<file path="config.mk">
export PLATFORM = sky130hd
export DESIGN_NAME = isotp_receive_reassembler
export DESIGN_NICKNAME = d
export VERILOG_FILES = /design/src/rtl/isr_pkg.sv /design/src/rtl/isr_front.sv /design/src/rtl/isr_queue.sv /design/src/rtl/isr_back.sv /design/src/rtl/isotp_receive_reassembler.sv
export SDC_FILE = /design/constraint.sdc
export NUM_CORES = 2
export LEC_CHECK = 0
export ABC_AREA = 1
export BUFFER_PORTS_ARGS = -buffer_cell sky130_fd_sc_hd__buf_2
export CAP_MARGIN = 25
export CORE_MARGIN = 5
export CORE_UTILIZATION = 30
export DETAILED_ROUTE_END_ITERATION = 6
export HOLD_SLACK_MARGIN = 0.08
export PLACE_DENSITY = 0.53
export SLEW_MARGIN = 20
export SYNTH_ARGS = -nofsm -noshare
export SYNTH_HDL_FRONTEND = slang
export SYNTH_SLANG_ARGS = --single-unit
export TNS_END_PERCENT = 100
</file>
<file path="constraint.sdc">
create_clock -name clock -period 5.8 [get_ports clock]
set_input_delay 0.58 -clock clock [delete_from_list [all_inputs] [get_ports clock]]
set_output_delay 0.58 -clock clock [all_outputs]
set_load 0.05 [all_outputs]
</file>
<file path="src/rtl/isr_pkg.sv">
// Package for the ISO-TP receive reassembler: transaction types, command codes
// and back-end state codes shared by all modules. No dependencies.
package isr_pkg;

   typedef struct packed {
      logic [10:0] can_id;
      logic        is_extended;
      logic        is_remote;
      logic [3:0]  dlc;
      logic [63:0] data_bytes;
   } req_type;

   typedef struct packed {
      logic        kind;
      logic        overflow;
      logic [7:0]  payload_length;
      logic [3:0]  chunk_index;
      logic [63:0] chunk_data;
      logic        last;
   } rsp_type;

   typedef enum logic [1:0] {
      OP_SINGLE,
      OP_FIRST_OK,
      OP_FIRST_BAD,
      OP_CONSEC
   } op_type;

   typedef struct packed {
      op_type      op;
      logic [3:0]  nib;
      logic [63:0] data;
   } cmd_type;

   typedef struct packed {
      logic        receiving;
      logic        over_count;
   } bk_status_type;

   typedef enum logic [2:0] {
      BK_IDLE,
      BK_WRLO,
      BK_WRHI,
      BK_RDREQ,
      BK_RDOUT,
      BK_EMIT
   } bk_state_type;

   localparam logic [7:0] PCI_SINGLE  = 8'h00;
   localparam logic [7:0] PCI_FIRST   = 8'h10;
   localparam logic [7:0] PCI_CONSEC  = 8'h20;
   localparam logic [7:0] PCI_FLOWCTL = 8'h30;
   localparam logic [7:0] TYPE_MASK   = 8'hF0;
   localparam logic [3:0] FC_CONTINUE = 4'h0;
   localparam logic [3:0] FC_OVERFLOW = 4'h2;
   localparam logic       KIND_FC     = 1'b0;
   localparam logic       KIND_CHUNK  = 1'b1;

endpackage

</file>
<file path="src/rtl/isr_front.sv">
// Front end: filters incoming frames and classifies them into commands.
// Depends on isr_pkg.
module isr_front #(
   parameter int MAX_PAYLOAD = 128
) (
   input  isr_pkg::req_type req_data,
   input  logic [10:0]      request_id,
   output logic             keep,
   output isr_pkg::cmd_type cmd
);
   import isr_pkg::*;

   logic [7:0]  b0;
   logic [11:0] total;
   logic [63:0] single_data;

   always_comb begin
      b0 = req_data.data_bytes[7:0];
      total = {b0[3:0], req_data.data_bytes[15:8]};
      single_data = '0;
      for (int k = 0; k < 7; k++) begin
         if (4'(k) < b0[3:0]) begin
            single_data[8*k +: 8] = req_data.data_bytes[8*(k+1) +: 8];
         end
      end
      keep = 1'b0;
      cmd.op = OP_CONSEC;
      cmd.nib = b0[3:0];
      cmd.data = req_data.data_bytes;
      if (!req_data.is_extended && !req_data.is_remote && req_data.can_id == request_id) begin
         case (b0 & TYPE_MASK)
            PCI_SINGLE: begin
               if (b0[3:0] != 4'd0 && b0[3:0] <= 4'd7 && req_data.dlc > b0[3:0]) begin
                  keep = 1'b1;
                  cmd.op = OP_SINGLE;
                  cmd.data = single_data;
               end
            end
            PCI_FIRST: begin
               keep = 1'b1;
               if (total > 12'd7 && 32'(total) <= MAX_PAYLOAD) begin
                  cmd.op = OP_FIRST_OK;
               end else begin
                  cmd.op = OP_FIRST_BAD;
               end
            end
            PCI_CONSEC: begin
               keep = 1'b1;
               cmd.op = OP_CONSEC;
            end
            default: keep = 1'b0;
         endcase
      end
   end

endmodule

</file>
<file path="src/rtl/isr_queue.sv">
// Two-entry command queue between the front end and the back end.
// Depends on isr_pkg.
module isr_queue (
   input  logic             clock,
   input  logic             reset,
   input  logic             push,
   input  isr_pkg::cmd_type push_cmd,
   output logic             full,
   input  logic             pop,
   output logic             not_empty,
   output isr_pkg::cmd_type pop_cmd,
   output logic [1:0]       count
);
   import isr_pkg::*;

   cmd_type    slot_ff [2];
   logic       wptr_ff, wptr_in, rptr_ff, rptr_in;
   logic [1:0] count_ff, count_in;

   always_comb begin
      full = count_ff == 2'd2;
      not_empty = count_ff != 2'd0;
      pop_cmd = slot_ff[rptr_ff];
      count = count_ff;
      wptr_in = wptr_ff ^ push;
      rptr_in = rptr_ff ^ pop;
      count_in = count_ff + 2'(push) - 2'(pop);
   end

   always_ff @(posedge clock) begin
      if (reset) begin
         wptr_ff <= 1'b0;
         rptr_ff <= 1'b0;
         count_ff <= 2'd0;
      end else begin
         wptr_ff <= wptr_in;
         rptr_ff <= rptr_in;
         count_ff <= count_in;
      end
      if (push) begin
         slot_ff[wptr_ff] <= push_cmd;
      end
   end

endmodule

</file>
<file path="src/rtl/isr_back.sv">
// Back end: reassembly state, row-organized payload memory and result register.
// Depends on isr_pkg.
module isr_back #(
   parameter int MAX_PAYLOAD = 128
) (
   input  logic                   clock,
   input  logic                   reset,
   input  logic                   cmd_valid,
   input  isr_pkg::cmd_type       cmd,
   output logic                   cmd_pop,
   input  logic [7:0]             fc_separation_time,
   output logic                   rsp_valid,
   input  logic                   rsp_ready,
   output isr_pkg::rsp_type       rsp_data,
   output isr_pkg::bk_status_type status
);
   import isr_pkg::*;

   localparam int TOT_W = $clog2(MAX_PAYLOAD + 1);
   localparam int ROWS  = (MAX_PAYLOAD + 7) / 8;
   localparam int ROW_W = (ROWS > 1) ? $clog2(ROWS) : 1;

   bk_state_type state_ff, state_in;
   logic             receiving_ff, receiving_in;
   logic [TOT_W-1:0] total_ff, total_in, recv_ff, recv_in;
   logic [3:0]       seq_ff, seq_in, idx_ff, idx_in;
   logic [ROW_W-1:0] row_ff, row_in;
   logic [127:0]     wdat_ff, wdat_in;
   logic [15:0]      wen_ff, wen_in;
   logic             done_ff, done_in;
   rsp_type          pend_ff, pend_in, out_ff, out_in;
   logic             out_valid_ff, out_valid_in;

   logic [63:0]      mem [ROWS];
   logic [63:0]      rd_data_ff;
   logic [ROW_W-1:0] rd_row, wr_row;
   logic [7:0]       wr_be;
   logic [63:0]      wr_data;
   logic             out_free;
   logic [TOT_W-1:0] remain, new_recv;
   logic [2:0]       chunk;
   logic [55:0]      masked;
   logic [6:0]       en7;
   logic [TOT_W:0]   rows_used;
   logic [3:0]       last_idx;
   logic [63:0]      chunk_out;
   logic [6:0]       pos;
   logic [63:0]      fc_word;

   always_comb begin
      state_in = state_ff;
      receiving_in = receiving_ff;
      total_in = total_ff;
      recv_in = recv_ff;
      seq_in = seq_ff;
      idx_in = idx_ff;
      row_in = row_ff;
      wdat_in = wdat_ff;
      wen_in = wen_ff;
      done_in = done_ff;
      pend_in = pend_ff;
      out_in = out_ff;
      cmd_pop = 1'b0;
      wr_row = row_ff;
      wr_be = 8'h00;
      wr_data = wdat_ff[63:0];
      rd_row = ROW_W'(idx_ff);
      out_free = !out_valid_ff || rsp_ready;
      out_valid_in = out_valid_ff && !rsp_ready;

      remain = total_ff - recv_ff;
      chunk = (remain > TOT_W'(7)) ? 3'd7 : remain[2:0];
      masked = '0;
      en7 = '0;
      for (int k = 0; k < 7; k++) begin
         if (3'(k) < chunk) begin
            masked[8*k +: 8] = cmd.data[8*(k+1) +: 8];
            en7[k] = 1'b1;
         end
      end
      new_recv = recv_ff + TOT_W'(chunk);

      rows_used = ((TOT_W+1)'(total_ff) + (TOT_W+1)'(7)) >> 3;
      last_idx = (rows_used > (TOT_W+1)'(16)) ? 4'd15 : 4'(rows_used - 1'b1);
      chunk_out = '0;
      for (int k = 0; k < 8; k++) begin
         pos = {idx_ff, 3'(k)};
         if (32'(pos) < 32'(total_ff)) begin
            chunk_out[8*k +: 8] = rd_data_ff[8*k +: 8];
         end
      end
      fc_word = {40'd0, fc_separation_time, 8'd0, PCI_FLOWCTL};

      case (state_ff)
         BK_IDLE: begin
            if (cmd_valid) begin
               cmd_pop = 1'b1;
               pend_in = '0;
               pend_in.last = 1'b1;
               case (cmd.op)
                  OP_SINGLE: begin
                     pend_in.kind = KIND_CHUNK;
                     pend_in.payload_length = {4'd0, cmd.nib};
                     pend_in.chunk_data = cmd.data;
                     state_in = BK_EMIT;
                  end
                  OP_FIRST_OK: begin
                     pend_in.kind = KIND_FC;
                     pend_in.chunk_data = fc_word | 64'(FC_CONTINUE);
                     receiving_in = 1'b1;
                     total_in = TOT_W'({cmd.nib, cmd.data[15:8]});
                     recv_in = TOT_W'(6);
                     seq_in = 4'd1;
                     wr_row = '0;
                     wr_be = 8'h3F;
                     wr_data = {16'd0, cmd.data[63:16]};
                     state_in = BK_EMIT;
                  end
                  OP_FIRST_BAD: begin
                     pend_in.kind = KIND_FC;
                     pend_in.overflow = 1'b1;
                     pend_in.chunk_data = fc_word | 64'(FC_OVERFLOW);
                     state_in = BK_EMIT;
                  end
                  OP_CONSEC: begin
                     if (receiving_ff) begin
                        if (cmd.nib != seq_ff) begin
                           receiving_in = 1'b0;
                        end else begin
                           wdat_in = {72'd0, masked} << {recv_ff[2:0], 3'b000};
                           wen_in = {9'd0, en7} << recv_ff[2:0];
                           row_in = ROW_W'(recv_ff >> 3);
                           recv_in = new_recv;
                           seq_in = seq_ff + 4'd1;
                           done_in = new_recv >= total_ff;
                           state_in = BK_WRLO;
                        end
                     end
                  end
                  default: state_in = BK_IDLE;
               endcase
            end
         end
         BK_WRLO: begin
            wr_be = wen_ff[7:0];
            wr_data = wdat_ff[63:0];
            state_in = BK_WRHI;
         end
         BK_WRHI: begin
            wr_row = row_ff + 1'b1;
            wr_be = wen_ff[15:8];
            wr_data = wdat_ff[127:64];
            idx_in = 4'd0;
            if (done_ff) begin
               receiving_in = 1'b0;
               state_in = BK_RDREQ;
            end else begin
               state_in = BK_IDLE;
            end
         end
         BK_RDREQ: state_in = BK_RDOUT;
         BK_RDOUT: begin
            if (out_free) begin
               out_valid_in = 1'b1;
               out_in.kind = KIND_CHUNK;
               out_in.overflow = 1'b0;
               out_in.payload_length = 8'(total_ff);
               out_in.chunk_index = idx_ff;
               out_in.chunk_data = chunk_out;
               out_in.last = idx_ff == last_idx;
               idx_in = idx_ff + 4'd1;
               state_in = (idx_ff == last_idx) ? BK_IDLE : BK_RDREQ;
            end
         end
         BK_EMIT: begin
            if (out_free) begin
               out_valid_in = 1'b1;
               out_in = pend_ff;
               state_in = BK_IDLE;
            end
         end
         default: state_in = BK_IDLE;
      endcase

      rsp_valid = out_valid_ff;
      rsp_data = out_ff;
      status.receiving = receiving_ff;
      status.over_count = recv_ff > total_ff;
   end

   always_ff @(posedge clock) begin
      if (reset) begin
         state_ff <= BK_IDLE;
         receiving_ff <= 1'b0;
         total_ff <= '0;
         recv_ff <= '0;
         seq_ff <= '0;
         out_valid_ff <= 1'b0;
      end else begin
         state_ff <= state_in;
         receiving_ff <= receiving_in;
         total_ff <= total_in;
         recv_ff <= recv_in;
         seq_ff <= seq_in;
         out_valid_ff <= out_valid_in;
      end
      idx_ff <= idx_in;
      row_ff <= row_in;
      wdat_ff <= wdat_in;
      wen_ff <= wen_in;
      done_ff <= done_in;
      pend_ff <= pend_in;
      out_ff <= out_in;
   end

   always_ff @(posedge clock) begin
      for (int b = 0; b < 8; b++) begin
         if (wr_be[b]) begin
            mem[wr_row][8*b +: 8] <= wr_data[8*b +: 8];
         end
      end
      rd_data_ff <= mem[rd_row];
   end

endmodule

</file>
<file path="src/rtl/isotp_receive_reassembler.sv">
// Top level of the ISO-TP receive reassembler: configuration registers,
// front end, command queue and back end. Depends on isr_pkg and all isr_ modules.
//
// Usage: CAN frames enter as transactions on the req_ channel (valid/ready).
// Frames that are extended, remote or not on request_id are dropped at once.
// Single frames give one payload transaction, first frames give one flow-control
// transaction, and the consecutive frame that completes a message gives one
// transaction per 8-byte chunk on the rsp_ channel, the final one marked last.
// The front end takes one frame per cycle into a two-entry queue while the queue
// is not full. The back end takes a single or first frame through IDLE and EMIT,
// a consecutive frame through IDLE, WRLO and WRHI (two row writes into the payload
// memory), and each chunk through RDREQ and RDOUT around the registered memory
// read. Results reach rsp_ in the cycle after they are formed, through an output
// register that loads while the previous transaction is taken. When rsp_ready
// stays low, the back end holds, the queue fills and req_ready falls. Reset
// clears back-end state, counters and queue pointers, not the payload memory,
// and loads request_id 0x7E0 and separation time 5. The APB port (psel...pready)
// writes request_id at 0x0 and the separation time at 0x4; pready is always high.
module isotp_receive_reassembler #(
   parameter int MAX_PAYLOAD = 128
) (
   input  logic             clock,
   input  logic             reset,
   input  logic             req_valid,
   output logic             req_ready,
   input  isr_pkg::req_type req_data,
   output logic             rsp_valid,
   input  logic             rsp_ready,
   output isr_pkg::rsp_type rsp_data,
   input  logic             psel,
   input  logic             penable,
   input  logic             pwrite,
   input  logic [2:0]       paddr,
   input  logic [31:0]      pwdata,
   output logic [31:0]      prdata,
   output logic             pready
);
   import isr_pkg::*;

   logic [10:0] request_id_ff, request_id_in;
   logic [7:0]  fc_sep_ff, fc_sep_in;
   logic        keep, full, push, pop, not_empty;
   cmd_type     front_cmd, back_cmd;
   logic [1:0]  q_count;
   bk_status_type status;

   always_comb begin
      pready = 1'b1;
      request_id_in = request_id_ff;
      fc_sep_in = fc_sep_ff;
      if (psel && penable && pwrite) begin
         if (paddr[2]) begin
            fc_sep_in = pwdata[7:0];
         end else begin
            request_id_in = pwdata[10:0];
         end
      end
      prdata = paddr[2] ? {24'd0, fc_sep_ff} : {21'd0, request_id_ff};
      req_ready = !full;
      push = req_valid && !full && keep;
   end

   always_ff @(posedge clock) begin
      if (reset) begin
         request_id_ff <= 11'h7E0;
         fc_sep_ff <= 8'd5;
      end else begin
         request_id_ff <= request_id_in;
         fc_sep_ff <= fc_sep_in;
      end
   end

   isr_front #(.MAX_PAYLOAD(MAX_PAYLOAD)) u_front (
      .req_data   (req_data),
      .request_id (request_id_ff),
      .keep       (keep),
      .cmd        (front_cmd)
   );

   isr_queue u_queue (
      .clock     (clock),
      .reset     (reset),
      .push      (push),
      .push_cmd  (front_cmd),
      .full      (full),
      .pop       (pop),
      .not_empty (not_empty),
      .pop_cmd   (back_cmd),
      .count     (q_count)
   );

   isr_back #(.MAX_PAYLOAD(MAX_PAYLOAD)) u_back (
      .clock              (clock),
      .reset              (reset),
      .cmd_valid          (not_empty),
      .cmd                (back_cmd),
      .cmd_pop            (pop),
      .fc_separation_time (fc_sep_ff),
      .rsp_valid          (rsp_valid),
      .rsp_ready          (rsp_ready),
      .rsp_data           (rsp_data),
      .status             (status)
   );

   a_queue_bound: assert property (@(posedge clock) disable iff (reset)
      q_count != 2'd3) else $error("command queue count out of range");

   a_recv_bound: assert property (@(posedge clock) disable iff (reset)
      status.receiving |-> !status.over_count)
      else $error("received byte count passed the message total");

   a_fc_shape: assert property (@(posedge clock) disable iff (reset)
      rsp_valid && rsp_data.kind == KIND_FC |->
         rsp_data.last && rsp_data.chunk_index == 4'd0 && rsp_data.payload_length == 8'd0)
      else $error("flow-control transaction malformed");

   a_pop_nonempty: assert property (@(posedge clock) disable iff (reset)
      pop |-> not_empty) else $error("command popped from an empty queue");

endmodule

</file>
Word level (Yosys, flattened, before mapping)
Memory sizes are Yosys's and may differ from the RTL's. A register that Yosys moved wholly into a read port is not among the register bits.
Cells that the tools add are included.
- flip-flop bits (word level): 354
- memory bits (writable): 1164
- output and inout port bits: 114
- word-level logic and storage cells: 237
- memories: 2
- add/subtract/negate cells: 9
- order comparisons: 29
- equality and inequality tests: 23
- shift operators: 2
- mux-type cells: 103
- bitwise operators: 4
- reductions and logical operators: 38
- memories (name ; depth ; bits a word ; rd ports ; clocked after memory_dff ; wr ports ; line ; source):
    u_back.mem ; 16 ; 64 ; 1 ; 1 ; 1 ; isr_back.sv:34 ; logic [63:0] mem [ROWS];
    u_queue.slot_ff ; 2 ; 70 ; 1 ; 1 ; 1 ; isr_queue.sv:16 ; cmd_type slot_ff [2];
- operators with widths (cell ; number):
    two-way mux 64 bit ; 5
    two-way mux 8 bit ; 25
    case mux 64 bit (3 select lines) ; 1
    two-way mux 79 bit ; 2
    case mux 79 bit (2 select lines) ; 1
    case mux 64 bit (2 select lines) ; 1
    left shift 56 x 6 -> 128 bit ; 1
    less-than comparator 7 x 8 -> 1 bit ; 8
    two-way mux 1 bit ; 38
    two-way mux 4 bit ; 6
    case mux 4 bit (2 select lines) ; 3
    case mux 8 bit (3 select lines) ; 1
    two-way mux 3 bit ; 6
    case mux 3 bit (6 select lines) ; 1
    case mux 8 bit (2 select lines) ; 1
    left shift 7 x 3 -> 16 bit ; 1
    AND reduction 5 bit ; 3
    adder 4 x 1 -> 4 bit, second input constant ; 3
    > comparator 12 x 3 -> 1 bit, second input constant ; 1
    less-or-equal comparator 12 x 8 -> 1 bit, second input constant ; 1
    less-than comparator 3 x 4 -> 1 bit, first input constant ; 3
    equality test 11 bit ; 1
    two-way mux 11 bit ; 1
    logical AND 1 bit ; 10
    48 further kinds ; 84

Logic depth before layout (Yosys ltp)
- word-level depth: 9
- gate-level depth with buffers: 27

By module
A second synthesis with hierarchy kept.
- cell total of the unflattened synthesis: 5681
- area, all modules: 66378.7 um^2
- modules (own cells, without submodules) (module ; instances ; cells an instance ; area an instance (um^2) ; seq. area each (um^2)):
    isr_back ; 1 ; 4846 ; 57711.6 ; 41059.4
    isr_queue ; 1 ; 245 ; 5611.6 ; 4284.1
    isr_front ; 1 ; 422 ; 1931.9 ; 0.0
    isotp_receive_reassembler ; 1 ; 168 ; 1123.6 ; 380.4

Worst setup path after synthesis
No wires, ideal clock.
- path kind: flip-flop to flip-flop
- start point: register u_back.state_ff[2]
- end point: register u_back.done_ff (enable)
- data arrival time: 4.670 ns
- required time: 5.316 ns
- setup slack: 0.646 ns
- stages on the path, launching flop included: 8
- clock period less this slack: 5.154 ns
- cells stage by stage: dfxtp_1 > nor2_1 > inv_1 > nor2_1 > inv_1 > nor2_4 > nand3_1 > inv_1
- word-level cells in the longest chain between the ends: 2
- ends and longest elaborated chain (what ; line ; source):
    from (decl) ; isr_back.sv:23 ; bk_state_type state_ff, state_in;
    from (signal assigned) ; isr_back.sv:200 ; state_ff <= state_in;
    logical NOT 3 bit ; isr_back.sv:94 ; case (state_ff)
    AND reduction 5 bit (no line) ; -- ;
    to (signal assigned) ; isr_back.sv:211 ; done_ff <= done_in;
    to (decl) ; isr_back.sv:30 ; logic done_ff, done_in;
Every way passes these cells.
A chain may end at the register's enable or synchronous reset.

==> flow_summary.json <==
{
  "synth_seq_area_share_pct": 70.13,
  "io_buffers": 191,
  "crit_path_cell_trace": "inv_1 > buf_4 > or2_2 > o21ai_0 > ha_1 > inv_1 > nor2_1 > o21ai_4 > a21oi_1 > inv_1 > nor2_1 > nand2_1 > nor2_1",
  "rows": 171,
  "synth.top_cell.area_share_pct": 66.69,
  "synth_edf_count": 1448,
  "vias_per_cell": 5.111,
  "crit_family": "simple AND/OR/NAND/NOR gates",
  "rsz0062_at_grt": "false",
  "max_freq_mhz": 218.9,
  "crit_required_ns": 6.20,
  "reg2reg_slack_ns": 1.23,
  "cts_sinks": 1560,
  "fin_util_pct": 34.82,
  "dieArea_um2": 226800,
  "nets": 5990,
  "max_stage_delay_ns": 1.08,
  "grt_remaining_overflow": 0,
  "fp.dieH_um": 476.2,
  "dpl.hpwl_mm": 130.3,
  "min_to": "u_queue.slot_ff[1][46]$_DFFE_PP_",
  "antenna_found_initial": 3,
  "drt_iter0_drc": 4910,
  "period_minus_slack_ns": 4.568,
  "critPathArrivalTime_ns": 4.97,
  "yosysTopAreaCell": "edfxtp_1",
  "synth_ff_type": "edfxtp_1",
  "post-route-period-util_pct": 78.76,
  "grt_pass1_vias": 43530,
  "grt_start_max_net_pins": 209,
  "drc": 0,
  "cts_setup_buffers": 0,
  "gr-usage-all-layers_pct": 17.20,
  "worst_slew_pin_slew_ns": 1.218,
  "setup_tns_ns": 0,
  "hold_path.class": "in -> reg",
  "final_common_cell": "edfxtp_1",
  "cp.buffers_inverters": 4,
  "worstSkewPairLatency_ns": 0.80,
  "totalWireLength_mm": 202.5,
  "n_fill_cell": 21250,
  "gp_congestion": 0.9076,
  "io_pins": 237,
  "critPathLaunchType": "flip-flop",
  "r2r-start": "u_queue.rptr_ff$_SDFF_PP0_",
  "cts-buffers-inserted": 162,
  "slew_violations": 0,
  "avgSynthCellArea_um2": 11.65,
  "setup_viol": 0,
  "yosysWarnings": 0,
  "route.vias.total": 45030,
  "clockBufferDepth": 3,
  "synth_cell_types": 61,
  "cts.clk_slew.worst_paths_ns": 0.06,
  "wire_per_inst_um": 22.98,
  "drive_above_1_share_pct": 11.99,
  "ff2ff_path_depth": 13,
  "cts_max_level": 4,
  "r2r_end": "u_back.mem[1][20]$_DFFE_PP_",
  "outcome": "finished, final reports clean",
  "core_area_um2": 216700,
  "ys_top_cells_by_area": "edfxtp_1 67%, o21ai_0 5.6%, nor2_1 5.0%, nand2_1 4.5%, dfxtp_1 3.4%",
  "cpMaxStageDelayCell": "nor2_1",
  "ir_drop_mv": 0.2707,
  "hold_viol_final": 0,
  "dieWidth_um": 476.2,
  "endpoint_kind": "flip-flop",
  "hold_depth": 3,
  "p_per_area_nw_per_um2": 450.3,
  "grt_pass1_wl_mm": 293.9,
  "ys_seq_elements": 1560,
  "finClkSkew_ns": 0.01820,
  "maxCapViolCount": 0,
  "synth_area_um2": 65200,
  "cts_tree": "done",
  "initial_core_util_pct": 30.08,
  "worstSetupPathType": "reg -> reg",
  "slew_headroom_pct": 17.93,
  "cts-root-buf": "clkbuf_16",
  "async_flop_share_pct": 0,
  "crit_fanout": 24,
  "syn_inst": 5596,
  "dr.pass1.iters": 6,
  "final_cell_mix": "1448 x edfxtp_1, 866 x nor2_1, 774 x nand2_1",
  "p_leak_nw": 26.42,
  "syn2layout_area_growth_pct": 15.76,
  "hp-start": "req_data[46]",
  "antenna_left": 0
}
cell usage after synthesis (14+ instances only):
library cell and instances:
nor2_1 868, buf_2 24, o221ai_1 170, dfxtp_1 112, a21oi_1 70, buf_4 26, edfxtp_1 1448, nand4_2 14
o21ai_0 726, buf_1 26, nand2_1 774, or2_2 22, o22ai_1 96, nand3_1 352, clkbuf_1 288, o211ai_1 111
ha_1 39, inv_1 259, a22oi_1 27
logic make-up after synthesis:
| kind of cell | share of synthesized area, % |
|---|---|
| flops | 70.13 |
| compound gates | 11.48 |
| other cells | 0.01152 |
| buf+inv | 4.022 |
| xor+xnor | 0.2418 |
| fa+ha+maj | 0.8098 |
| simple gates | 13.30 |
final cells by class:
type                            count  area [um2]  area share [%]
Sequential cell                  1560       45730           60.59
Multi-Input combinational cell   3409       17000           22.53
Clock buffer                      218        4534           6.008
Tap cell                         2854        3571           4.731
Timing Repair Buffer              417        2843           3.766
Inverter                          276        1060           1.404
Clock inverter                     76       733.2          0.9714
Antenna cell                        1       2.502        0.003315
registers in the layout, indices dropped and copies added, names as in the netlist, 8 cells and up:
register	count
u_back.rd_data_ff	64
u_back.mem	1024
fc_sep_ff	8
u_back.rsp_data	79
u_back.pend_ff	70
u_back.total_ff	8
request_id_ff	11
u_back.wdat_ff	112
u_back.recv_ff	8
u_queue.slot_ff	140
u_back.wen_ff	14
worst max path at each step:
stage	startpoint	slack, ns	end	cells after the start
final	u_queue.rptr_ff$_SDFF_PP0_	1.23	u_back.mem[1][20]$_DFFE_PP_	13
after global placement	u_queue.rptr_ff$_SDFF_PP0_	1.43	u_back.mem[1][20]$_DFFE_PP_	13
after detailed placement	u_queue.rptr_ff$_SDFF_PP0_	1.35	u_back.mem[1][23]$_DFFE_PP_	13
after floorplan	u_back.state_ff[2]$_SDFFE_PP0P_	0.65	u_back.done_ff$_DFFE_PP_	7
after global routing	u_queue.rptr_ff$_SDFF_PP0_	1.12	u_back.mem[0][21]$_DFFE_PP_	13
after CTS	u_queue.rptr_ff$_SDFF_PP0_	1.33	u_back.mem[1][19]$_DFFE_PP_	13
per-stage QoR:
step	power, mW	instance area (um2)	instances	hold slack (ns)	setup slack (ns)
global placement	23.61	69740	8469	0.4589	1.427
CTS	34.12	75460	8809	0.08035	1.328
global route	35.37	75470	8810	0.1285	1.119
detailed placement	23.71	69790	8475	0.4677	1.345
finish	33.99	75480	8811	0.1438	1.232
floorplan	19.90	65270	5616	0.4403	0.6465
layer usage:
layer  global-route usage [%]  share of wire [%]  up-vias
li1                         -                  -    20590
met4                    7.042                4.4        2
met1                    23.46                 43    22350
met2                    27.20                 46     1721
met3                    2.997                6.8      367
met5                        0             0.0035        -
where the power goes:
group	switching, mW	internal (mW)
sequential	0.295	13.7
combinational	7.39	2.23
clock	4.31	6.09
worst reg2reg max path: cells and delay by family (launching register included):
family	cells	cell delay [ns]
flip-flops	1	0.38
buffers and inverters	4	0.50
AND/OR/NAND/NOR	5	2.47
adder cells (fa/ha/maj)	1	0.25
AO/OA/AOI/OAI	3	0.58
repair_timing:
action	4_1_cts	5_1_grt
hold buffers	40	0
endpoints found under the hold margin	63	0
gates resized for setup	0	0
Power figures use the tool's default switching activity.
